[src/sv/rfsl_pkg.sv]
// Shared types, constants and decode helpers for the RF front-end SPI configuration loader.
package rfsl_pkg;

	localparam int NUM_WORDS = 10;
	localparam int NUM_CHIPS = 2;
	localparam int WORD_W    = 28;
	localparam int TAG_W     = 4;
	localparam int FRAME_W   = WORD_W + TAG_W;
	localparam int WIDX_W    = (NUM_WORDS > 1) ? $clog2(NUM_WORDS) : 1;
	localparam int BIT_CNT_W = 6;
	localparam int DIV_W     = 32;
	localparam int IDX_W     = 6;
	localparam int DATA_W    = 32;

	localparam logic [BIT_CNT_W-1:0] LAST_BIT = 6'd33;

	// Register word indexes
	localparam logic [IDX_W-1:0] IDX_SCALE = 6'h0A;
	localparam logic [IDX_W-1:0] IDX_LOAD  = 6'h0B;
	localparam logic [IDX_W-1:0] IDX_ANT   = 6'h0F;
	localparam logic [IDX_W-1:0] IDX_BOOT  = 6'h3F;

	// Chip selection codes written to the load register
	localparam logic [DATA_W-1:0] LOAD_CHIP0 = 32'd0;
	localparam logic [DATA_W-1:0] LOAD_CHIP1 = 32'd1;

	localparam logic [1:0] CHIP_MASK = 2'((1 << NUM_CHIPS) - 1);
	localparam logic [1:0] SEL_CHIP0 = 2'b01;
	localparam logic [1:0] SEL_CHIP1 = 2'b10 & CHIP_MASK;

	localparam logic [DIV_W-1:0] DIV_MIN = 32'd2;

	typedef struct packed {
		logic              kind;
		logic [IDX_W-1:0]  reg_index;
		logic [DATA_W-1:0] write_data;
		logic [1:0]        pll_lock;
		logic              ant_status;
		logic              ant_detect;
		logic              sync_clear;
	} in_item_t;

	typedef struct packed {
		logic [DATA_W-1:0] read_data;
		logic              serial_clock;
		logic              serial_data;
		logic              chip_select_n_a;
		logic              chip_select_n_b;
		logic              antenna_enable;
	} out_item_t;

	// Bus write toward the register file
	typedef struct packed {
		logic              en;
		logic              clr;
		logic [IDX_W-1:0]  idx;
		logic [DATA_W-1:0] data;
	} bus_wr_t;

	// Configuration held by the register file
	typedef struct packed {
		logic [DIV_W-1:0]  divider_ratio;
		logic [DATA_W-1:0] boot_id;
		logic              antenna_enable;
		logic [1:0]        cs_mask;
	} cfg_t;

	// Commands toward the serial engine
	typedef struct packed {
		logic step;
		logic load;
		logic clr;
	} ser_cmd_t;

	// Serial engine status seen by the bus side and the pins
	typedef struct packed {
		logic                 clock_level;
		logic                 shift_msb;
		logic                 frame_active;
		logic                 loading;
		logic [BIT_CNT_W-1:0] bit_count;
	} ser_status_t;

	// Fixed indexes win over word indexes where they overlap
	function automatic logic is_word_idx(input logic [IDX_W-1:0] idx);
		return (idx < IDX_W'(NUM_WORDS)) && (idx != IDX_SCALE) && (idx != IDX_LOAD)
			&& (idx != IDX_ANT);
	endfunction

endpackage

[src/sv/rfsl_regfile.sv]
// Bus register file: configuration words with tags, divider, boot ID, antenna and chip mask.
module rfsl_regfile import rfsl_pkg::*; (
	input  logic                 clk,
	input  logic                 arst_n,
	input  bus_wr_t              wr,
	input  logic [IDX_W-1:0]     rd_idx,
	input  logic [NUM_WORDS-1:0] frame_sel,
	output cfg_t                 cfg,
	output logic [WORD_W-1:0]    rd_word,
	output logic [FRAME_W-1:0]   frame_word
);

	logic [WORD_W-1:0]    word_q [NUM_WORDS];
	logic [NUM_WORDS-1:0] tag_q;
	logic [DIV_W-1:0]     ratio_q;
	logic [DATA_W-1:0]    boot_q;
	logic                 ant_q;
	logic [1:0]           mask_q;
	logic                 wr_word;
	logic [WIDX_W-1:0]    wr_sel;

	assign wr_word = wr.en && is_word_idx(wr.idx);
	assign wr_sel  = wr.idx[WIDX_W-1:0];

	always_ff @(posedge clk or negedge arst_n) begin
		if (!arst_n) begin
			for (int i = 0; i < NUM_WORDS; i++) begin
				word_q[i] <= '0;
			end
			tag_q <= '0;
		end else if (wr.clr) begin
			for (int i = 0; i < NUM_WORDS; i++) begin
				word_q[i] <= '0;
			end
			tag_q <= '0;
		end else if (wr_word) begin
			word_q[wr_sel] <= wr.data[WORD_W-1:0];
			tag_q[wr_sel]  <= 1'b1;
		end
	end

	always_ff @(posedge clk or negedge arst_n) begin
		if (!arst_n) begin
			ratio_q <= '0;
			boot_q  <= '0;
			ant_q   <= 1'b0;
			mask_q  <= '0;
		end else begin
			if (wr.en && wr.idx == IDX_BOOT) begin
				boot_q <= wr.data;
			end
			if (wr.clr) begin
				ratio_q <= '0;
				ant_q   <= 1'b0;
				mask_q  <= '0;
			end else if (wr.en) begin
				if (wr.idx == IDX_SCALE) begin
					ratio_q <= (wr.data < DIV_MIN) ? DIV_MIN : wr.data;
				end
				if (wr.idx == IDX_ANT) begin
					ant_q <= wr.data[0];
				end
				if (wr.idx == IDX_LOAD) begin
					if (wr.data == LOAD_CHIP0) begin
						mask_q <= SEL_CHIP0;
					end else if (wr.data == LOAD_CHIP1) begin
						mask_q <= SEL_CHIP1;
					end else begin
						mask_q <= '0;
					end
				end
			end
		end
	end

	always_comb begin
		rd_word = '0;
		if (rd_idx < IDX_W'(NUM_WORDS)) begin
			rd_word = word_q[rd_idx[WIDX_W-1:0]];
		end
	end

	// Select has at most one bit set: gate each entry at its own place and merge
	always_comb begin
		frame_word = '0;
		for (int k = 0; k < NUM_WORDS; k++) begin
			if (frame_sel[k]) begin
				frame_word = frame_word | {word_q[k], {TAG_W{tag_q[k]}} & TAG_W'(k)};
			end
		end
	end

	assign cfg.divider_ratio  = ratio_q;
	assign cfg.boot_id        = boot_q;
	assign cfg.antenna_enable = ant_q;
	assign cfg.cs_mask        = mask_q;

endmodule

[src/sv/rfsl_serial.sv]
// Serial word engine: clock divider, bit counter, word sequencer and shift register.
module rfsl_serial import rfsl_pkg::*; (
	input  logic                 clk,
	input  logic                 arst_n,
	input  ser_cmd_t             cmd,
	input  logic [DIV_W-1:0]     divider_ratio,
	input  logic [FRAME_W-1:0]   frame_word,
	output logic [NUM_WORDS-1:0] frame_sel,
	output ser_status_t          status
);

	logic                 start_q;
	logic                 loading_q;
	logic [DIV_W-1:0]     div_cnt_q;
	logic                 fall_q;
	logic                 rise_q;
	logic                 clk_lvl_q;
	logic [BIT_CNT_W-1:0] bit_cnt_q;
	logic                 frame_act_q;
	logic [NUM_WORDS-1:0] onehot_q;
	logic [FRAME_W-1:0]   shift_q;

	logic                 new_word;
	logic                 mid_frame;
	logic [NUM_WORDS-1:0] onehot_next;
	logic                 load_frame;

	assign new_word    = fall_q && (bit_cnt_q == LAST_BIT);
	assign mid_frame   = (bit_cnt_q != '0) && (bit_cnt_q != LAST_BIT);
	assign onehot_next = onehot_q << 1;
	assign frame_sel   = start_q ? NUM_WORDS'(1) : onehot_next;
	assign load_frame  = start_q || (new_word && (onehot_next != '0));

	always_ff @(posedge clk or negedge arst_n) begin
		if (!arst_n) begin
			start_q     <= 1'b0;
			loading_q   <= 1'b0;
			div_cnt_q   <= '0;
			fall_q      <= 1'b0;
			rise_q      <= 1'b0;
			clk_lvl_q   <= 1'b0;
			bit_cnt_q   <= '0;
			frame_act_q <= 1'b0;
			onehot_q    <= '0;
			shift_q     <= '0;
		end else if (cmd.step) begin
			start_q <= cmd.load && !cmd.clr;

			if (start_q) begin
				loading_q <= 1'b1;
			end else if (new_word && onehot_q == '0) begin
				loading_q <= 1'b0;
			end

			if (loading_q && fall_q) begin
				div_cnt_q <= '0;
			end else if (loading_q) begin
				div_cnt_q <= div_cnt_q + 1'b1;
			end else if (cmd.load) begin
				div_cnt_q <= '0;
			end

			fall_q <= (divider_ratio != '0) && (div_cnt_q == divider_ratio);
			rise_q <= (divider_ratio != '0) && (div_cnt_q == (divider_ratio >> 1));

			if (cmd.clr) begin
				clk_lvl_q <= 1'b0;
			end else if (rise_q) begin
				clk_lvl_q <= 1'b1;
			end else if (fall_q) begin
				clk_lvl_q <= 1'b0;
			end

			if (cmd.clr || new_word) begin
				bit_cnt_q <= '0;
			end else if (fall_q) begin
				bit_cnt_q <= bit_cnt_q + 1'b1;
			end else if (cmd.load) begin
				bit_cnt_q <= '0;
			end

			frame_act_q <= !cmd.clr && mid_frame;

			if (start_q) begin
				onehot_q <= NUM_WORDS'(1);
			end else if (new_word) begin
				onehot_q <= onehot_next;
			end

			if (cmd.clr) begin
				shift_q <= '0;
			end else if (load_frame) begin
				shift_q <= frame_word;
			end else if (fall_q && mid_frame) begin
				shift_q <= shift_q << 1;
			end
		end
	end

	assign status.clock_level  = clk_lvl_q;
	assign status.shift_msb    = shift_q[FRAME_W-1];
	assign status.frame_active = frame_act_q;
	assign status.loading      = loading_q;
	assign status.bit_count    = bit_cnt_q;

`ifndef SYNTHESIS
	a_onehot_word: assert property (@(posedge clk) disable iff (!arst_n)
		$onehot0(onehot_q))
		else $error("word selector holds more than one bit");

	a_bit_range: assert property (@(posedge clk) disable iff (!arst_n)
		bit_cnt_q <= LAST_BIT)
		else $error("bit counter ran past the last frame bit");

	a_start_seq: assert property (@(posedge clk) disable iff (!arst_n)
		(start_q && cmd.step) |=> (onehot_q == NUM_WORDS'(1) && loading_q))
		else $error("start did not arm the word sequence");
`endif

endmodule

[src/sv/rf_frontend_spi_config_loader.sv]
// Top level of the RF front-end SPI configuration loader: handshake, read mux, result register.
//
//  channel | signals                          | item type   | direction
//  --------+----------------------------------+-------------+----------
//  in      | in_valid, in_ready, in_item      | in_item_t   | toward the block
//  out     | out_valid, out_ready, out_item   | out_item_t  | from the block
//
// Each accepted in item is one clock of the loader: it may carry a bus write and
// yields exactly one out item, computed from the state before that clock.
// Each result passes through one register (the result register); one item is taken every cycle while
// out is drained, since in_ready stays high whenever the result register empties.
// Reset (arst_n low) clears all registers but out_item_q at once; there is no clearing pass.
// A stall on out holds the result register and lowers in_ready; the loader state
// then freezes, because it advances only on accepted items.
module rf_frontend_spi_config_loader import rfsl_pkg::*; (
	input  logic      clk,
	input  logic      arst_n,
	input  logic      in_valid,
	output logic      in_ready,
	input  in_item_t  in_item,
	output logic      out_valid,
	input  logic      out_ready,
	output out_item_t out_item
);

	logic                 step;
	bus_wr_t              bus_wr;
	ser_cmd_t             ser_cmd;
	cfg_t                 cfg;
	ser_status_t          ser_st;
	logic [WORD_W-1:0]    rd_word;
	logic [FRAME_W-1:0]   frame_word;
	logic [NUM_WORDS-1:0] frame_sel;
	out_item_t            result;
	logic                 out_valid_q;
	out_item_t            out_item_q;

	// Take a new item whenever the result register is empty or being drained
	assign in_ready = !out_valid_q || out_ready;
	assign step     = in_valid && in_ready;

	assign bus_wr.en   = step && in_item.kind;
	assign bus_wr.clr  = step && in_item.sync_clear;
	assign bus_wr.idx  = in_item.reg_index;
	assign bus_wr.data = in_item.write_data;

	// Clear kills the start pulse but not the counter restart of a load write
	assign ser_cmd.step = step;
	assign ser_cmd.load = step && in_item.kind && (in_item.reg_index == IDX_LOAD);
	assign ser_cmd.clr  = in_item.sync_clear;

	rfsl_regfile u_regfile (
		.clk        (clk),
		.arst_n     (arst_n),
		.wr         (bus_wr),
		.rd_idx     (in_item.reg_index),
		.frame_sel  (frame_sel),
		.cfg        (cfg),
		.rd_word    (rd_word),
		.frame_word (frame_word)
	);

	rfsl_serial u_serial (
		.clk           (clk),
		.arst_n        (arst_n),
		.cmd           (ser_cmd),
		.divider_ratio (cfg.divider_ratio),
		.frame_word    (frame_word),
		.frame_sel     (frame_sel),
		.status        (ser_st)
	);

	// Read mux and pins, from the state before this item and from this item's status inputs
	always_comb begin
		unique case (in_item.reg_index)
			IDX_SCALE: result.read_data = cfg.divider_ratio;
			IDX_LOAD:  result.read_data = DATA_W'({ser_st.bit_count, 1'b0, ser_st.loading,
				in_item.pll_lock & CHIP_MASK});
			IDX_ANT:   result.read_data = DATA_W'({in_item.ant_status, in_item.ant_detect,
				3'b000, cfg.antenna_enable});
			IDX_BOOT:  result.read_data = cfg.boot_id;
			default:   result.read_data = DATA_W'(rd_word);
		endcase
		result.serial_clock    = ser_st.clock_level;
		result.serial_data     = ser_st.shift_msb;
		result.chip_select_n_a = !(ser_st.frame_active && cfg.cs_mask[0]);
		result.chip_select_n_b = !(ser_st.frame_active && cfg.cs_mask[1]);
		result.antenna_enable  = cfg.antenna_enable;
	end

	// Hold the result until taken; load a new one on every accepted item
	always_ff @(posedge clk or negedge arst_n) begin
		if (!arst_n) begin
			out_valid_q <= 1'b0;
		end else if (step) begin
			out_valid_q <= 1'b1;
		end else if (out_ready) begin
			out_valid_q <= 1'b0;
		end
	end

	always_ff @(posedge clk) begin
		if (step) begin
			out_item_q <= result;
		end
	end

	assign out_valid = out_valid_q;
	assign out_item  = out_item_q;

`ifndef SYNTHESIS
	a_one_chip: assert property (@(posedge clk) disable iff (!arst_n)
		out_valid |-> (out_item.chip_select_n_a || out_item.chip_select_n_b))
		else $error("both chip selects active in one item");

	a_no_overrun: assert property (@(posedge clk) disable iff (!arst_n)
		(out_valid && !out_ready) |-> !in_ready)
		else $error("item accepted while the result register is stalled");

	a_result_follows: assert property (@(posedge clk) disable iff (!arst_n)
		(in_valid && in_ready) |=> out_valid)
		else $error("accepted item produced no result");
`endif

endmodule
[config.mk]
export PLATFORM = sky130hd
export DESIGN_NAME = rf_frontend_spi_config_loader
export DESIGN_NICKNAME = d
export VERILOG_FILES = /design/src/sv/rfsl_pkg.sv /design/src/sv/rfsl_regfile.sv /design/src/sv/rfsl_serial.sv /design/src/sv/rf_frontend_spi_config_loader.sv
export SDC_FILE = /design/constraint.sdc
export NUM_CORES = 1
export LEC_CHECK = 0
export BUFFER_PORTS_ARGS = -buffer_cell sky130_fd_sc_hd__buf_2
export CAP_MARGIN = 20
export CORE_ASPECT_RATIO = 1.25
export CORE_UTILIZATION = 50
export DETAILED_ROUTE_END_ITERATION = 10
export PLACE_DENSITY = 0.8
export SLEW_MARGIN = 20
export SYNTH_ARGS = -nofsm -noshare
export SYNTH_HDL_FRONTEND = slang
export SYNTH_HIERARCHICAL = 1
export SYNTH_SLANG_ARGS = --single-unit
[constraint.sdc]
create_clock -name clk -period 3.1 [get_ports clk]
set_input_delay 0.155 -clock clk [delete_from_list [all_inputs] [get_ports clk]]
set_output_delay 0.155 -clock clk [all_outputs]
set_load 0.05 [all_outputs]
### Yosys cells after proc, flatten, opt, wreduce, memory -nomap -nowiden

Cells that the tools add are included.

* add/sub/neg operators: 2
* $mul: 0
* div/mod/pow operators: 0
* magnitude comparators: 6
* eq/ne operators: 12
* shift operators: 0
* muxes and demuxes: 55
* bitwise logic cells: 11
* reductions and logical operators: 56

Operators by type and width (count)
* 32-bit two-way mux: 20
* 280-bit two-way mux: 2
* 32-bit OR: 9
* 280-bit bitwise mux: 1
* 32-bit case mux with 4 select lines: 1
* 28-bit binary-select mux with 4-bit select: 1
* 28-bit demux with 4-bit select: 1
* 28-bit two-way mux: 4
* 10-bit two-way mux: 5
* 32-bit by 1-bit adder with 32-bit output, second input constant: 1
* 32-bit by 1-bit == test with 1-bit output, second input constant: 1
* 32-bit by 31-bit == test with 1-bit output: 1
* 32-bit == test: 1
* 32-bit zero test: 1
* 32-bit by 2-bit < comparator with 1-bit output, second input constant: 1
* 32-bit nonzero test: 1
* 1-bit logical AND: 23
* 6-bit by 4-bit == test with 1-bit output, second input constant: 3
* 6-bit two-way mux: 3
* 6-bit by 4-bit inequality test with 1-bit output, second input constant: 3
* 2-bit AND reduction: 9
* 2-bit nonzero test: 8
* 6-bit == test, second input constant: 2
* 3-bit nonzero test: 4
* 17 further kinds: 36

* register bits after elaboration: 481
* latch bits: 0
* memory bits (writable): 0
* memory bits (read-only): 0
* input port bits: 48
* output and inout bits: 39
* word-level logic and storage cells: 174
* memories: 0

### Depth between registers and ports, before layout

* word-level depth: 22
* gate-level depth with buffers: 10

### Modules after synthesis

Netlist, hierarchy kept.

Modules (own cells, without submodules)
* rfsl_regfile: instances 1, cells an instance 2038, area an instance 18141.1 um2
* rfsl_serial: instances 1, cells an instance 559, area an instance 5273.8 um2
* rf_frontend_spi_config_loader: instances 1, cells an instance 140, area an instance 1931.9 um2

### Worst setup path after synthesis

Ideal clock, no wire load.

* path type: reg2reg
* start: reg out_valid_q, in the netlist out_valid
* end: reg u_serial.div_cnt_q[30]
* arrival: 3.652 ns
* required time: 3.034 ns
* setup slack: -0.618 ns
* cell stages (with the launch flop): 10
* path buffers: 2
* clock period less this slack: 3.718 ns
* cell sequence: dfrtp_1 -> nand2b_1 -> and2_1 -> buf_4 -> o21ai_1 -> buf_6 -> nor3_1 -> nand3_4 -> or4_1 -> nand2_1

RTL lines
* from (decl): RTL line rf_frontend_spi_config_loader.sv:35 `logic out_valid_q;`
* from (signal assigned): RTL line rf_frontend_spi_config_loader.sv:94 `out_valid_q <= 1'b0;`
* from (signal assigned): RTL line rf_frontend_spi_config_loader.sv:96 `out_valid_q <= 1'b1;`
* from (signal assigned): RTL line rf_frontend_spi_config_loader.sv:98 `out_valid_q <= 1'b0;`
* to (signal assigned): RTL line rfsl_serial.sv:58 `div_cnt_q <= div_cnt_q + 1'b1;`
* to (decl): RTL line rfsl_serial.sv:14 `logic [DIV_W-1:0] div_cnt_q;`

==> run_results.csv <==
group,metric,value,unit
outcome,status,"finished, final reports clean",
synth,synth_nets,2789,
floorplan,rows,91,
flow_run,maxCapViolCount,0,
synth,ys.flop_type,"dfrtp_1",
power_and_ir_drop,power.share.clock,43.5,%
route,first_pass_iters,7,
power_and_ir_drop,p_per_area,477,nW/um^2
floorplan,core,49600,um^2
cts,clock_path_buffers,3,
synth,synth_edf_count,37,
cts,cts.sinks,480,
setup_path,path_max_fanout,10,
place,place_area,26500,um^2
cts,cts_tree,"yes",
global_route,grt_remaining_overflow,0,
power_and_ir_drop,p_sw,3.48,mW
sta,fin_crit,2.89,ns
power_and_ir_drop,sw_frac_of_total,25.7,%
floorplan,die_w,203,um
sta,finClkSkew,0.0276,ns
setup_path,cp-start-kind,"register",
layout,design_area,28400,um^2
place,routabilityCongestion,0.973,
sta,rsz0062_at_grt,"no",
sta,setup_viol,0,
setup_path,crit_arrival,3.40,ns
cts,cts_resized,0,
synth,yosysSeqAreaShare,48.1,%
global_route,grt_pass1_vias,23300,
sta,final.period_utilization,93.2,%
sta,max-slew-margin-rel,27.0,%
route,first_iter_violations,3803,
cts,cts_hold_repair.buffers,36,
cts,post-cts-setup-buffers,0,
route,vias_per_cell,6.84,
synth,syn_avg_cell_area,9.26,um^2
route,dr_total_vias,23700,
sta,hold_viol_final,0,
route,routed_wl,92.2,mm
synth,ys.warnings.count,6,
route,wl_per_cell,26.7,um
sta,drv_slew,0,
cts,cts_made_buffers,47,
layout,final_common_cell,"nand2_1",
power_and_ir_drop,pwr-share-comb,8.1,%
layout,drive_gt1_share,13.7,%
cts,cts_root_buf,"clkbuf_16",
floorplan,start_util,51.1,%
floorplan,pin_count,87,
layout,post-route-util,57.2,%
route,drc,0,
sta,fmax,0.346,GHz
global_route,antenna_found_initial,2,
place,port_buffers,86,
setup_path,worstPathRequired,3.61,ns
global_route,grt_usage,35.5,%
cts,htree_levels,2,
global_route,grt_pass1_wl,139,mm
floorplan,dieArea,51600,um^2
sta,worst_pin_slew,1.09,ns
power_and_ir_drop,p_leak,12.9,nW
power_and_ir_drop,intPower,10.1,mW
place,place_hpwl,59.1,mm
layout,final_nets,2819,
setup_path,criticalPathCategory,"register to register",
floorplan,chipHeight,254,um
setup_path,crit_path_end_kind,"register",
synth,synth_area,25300,um^2
synth,synth_seq_cells,480,
synth,synthCells,2737,
synth,synth-async-reset-ratio,92.3,%
global_route,grt_max_degree,86,
layout,layout_common_cells,"nand2_1 (672), dfrtp_1 (442), a21oi_1 (338), and3_1 (103), a22oi_1 (96)",
layout,area_delta_synth_final,12.0,%
cts,clkTransAtPathRegs,0.07,ns
power_and_ir_drop,p_seq_share,48.4,%
synth,yosys.cell_types.count,66,
sta,tns,0,ns
power_and_ir_drop,vdd_ir_drop_max,0.000416,V
cts,clk_latency,0.60,ns
route,ant_nets,0,
setup_path,r2r_slack,0.21,ns
min_path,hold_path.class,"input pin to register",
## worst max-delay path: stages (launching register included)
cell	delay [ns]
dfrtp_1	0.38
nand2b_1	0.09
and3_1	0.44
nor3b_1	0.26
buf_4	0.22
o21ai_1	0.11
buf_4	0.20
nor3_1	0.37
nand3_4	0.17
or4_1	0.49
nand2_1	0.09
## routing by layer
metal | part of all wire (%) | wire length (um) | global-route usage, % | vias up
met2 | 45 | 41200 | 54.5 | 1954
li1 | - | - | - | 9778
met5 | 0 | 0 | 0 | -
met4 | 8.8 | 8070 | 27.2 | 0
met1 | 34 | 31100 | 42.4 | 11300
met3 | 13 | 11700 | 9.49 | 620
## cell families (layout without fill, tap and decap cells)
family                   count (synthesis)  after routing  share of synthesized area [%]
other                                    0              1                              0
buffers and inverters                  265            332                           4.95
multiplexers                           154            154                           7.01
adder cells (fa/ha/maj)                  4              4                          0.197
AO/OA/AOI/OAI                          692            692                           17.6
AND/OR/NAND/NOR                       1063           1063                           19.4
XOR/XNOR                                79             79                           2.73
flip-flops                             480            480                           48.1
## registers in the layout (all words and copies together), names as in the netlist
signal                cells
u_regfile/ant_q           1
u_serial/start_q          1
u_serial/rise_q           1
out_valid                 1
u_regfile/boot_q         32
u_serial/fall_q           1
u_serial/loading_q        1
u_serial/bit_cnt_q        6
u_regfile/mask_q          2
u_regfile/ratio_q        32
u_serial/frame_act_q      1
u_serial/onehot_q        10
u_regfile/tag_q           9
u_regfile/word_q        280
out_item                 37
u_serial/clk_lvl_q        1
u_serial/div_cnt_q       32
u_serial/shift_q         32
## through the flow
step | hold WS, ns | total power [mW] | std cells | setup WS, ns
floorplan | -0.141 | 7.24 | 2737 | 0.00473
global placement | 0.175 | 7.68 | 3333 | 0.303
detailed placement | 0.183 | 7.70 | 3333 | 0.287
global route | 0.0280 | 13.9 | 3455 | 0.0649
finish | 0.0328 | 13.6 | 3456 | 0.210
CTS | 0.0217 | 13.5 | 3455 | 0.229
## power groups by stage
| stage | Sequential, mW | Combinational [mW] | Clock, mW |
|---|---|---|---|
| floorplan | 6.72 | 0.525 | 0 |
| global placement | 6.67 | 1.01 | 0 |
| detailed placement | 6.67 | 1.02 | 0 |
| CTS | 6.56 | 1.07 | 5.90 |
| global route | 6.57 | 1.15 | 6.15 |
| finish | 6.56 | 1.09 | 5.90 |
## cell usage after synthesis (4+ instances only)
master	instances	area, um^2
nor2b_1	18	113
inv_1	14	52.6
xor2_1	73	639
o21ai_0	28	140
buf_2	51	255
a211oi_1	16	120
mux2_2	58	653
nor3_1	16	80.1
clkbuf_2	4	20.0
o22ai_1	41	257
nand2_1	672	2520
nand3_1	25	125
a21oi_1	339	1700
clkbuf_1	158	593
o31ai_1	6	45.0
edfxtp_1	37	1110
nor3_2	6	60.1
mux2i_1	83	831
a221o_1	28	280
nand2b_1	26	163
nor2_1	68	255
or4_1	4	30.0
a221oi_1	29	254
and2_1	4	25.0
a22o_1	37	324
buf_4	22	165
nand4_1	43	269
o2bb2ai_1	26	228
nand3_2	9	90.1
dfrtp_1	443	11100
and3_1	104	651
a22oi_1	96	721
nor4_1	34	213
buf_6	8	90.1
or3_1	8	50.1
ha_1	4	50.1
xnor2_1	6	52.6
a211o_1	31	272
and4_1	4	35.0
mux4_2	13	293
## worst paths after layout
check                                    start                endpoint  cells past startpoint
max                                  out_valid  u_serial/div_cnt_q[30]                     10
min                                 in_item[2]            out_item[10]                      3
max reg2reg                          out_valid  u_serial/div_cnt_q[30]                     10
min reg2reg                u_serial/shift_q[4]     u_serial/shift_q[4]                      1
max in group asynchronous               arst_n  u_serial/div_cnt_q[28]                      3
min in group asynchronous               arst_n     u_regfile/mask_q[0]                      2
## layout make-up
class / instances / area (um^2)
clock buffers: 67 / 1320
well taps: 651 / 815
multi-input cells: 1992 / 12000
clock inverters: 19 / 219
inverters: 16 / 60.1
fillers: 4153 / 21200
repair buffers: 230 / 1800
diodes: 1 / 2.50
flip-flops and latches: 480 / 12200
Note: power is estimated with default switching activity, not from simulation.
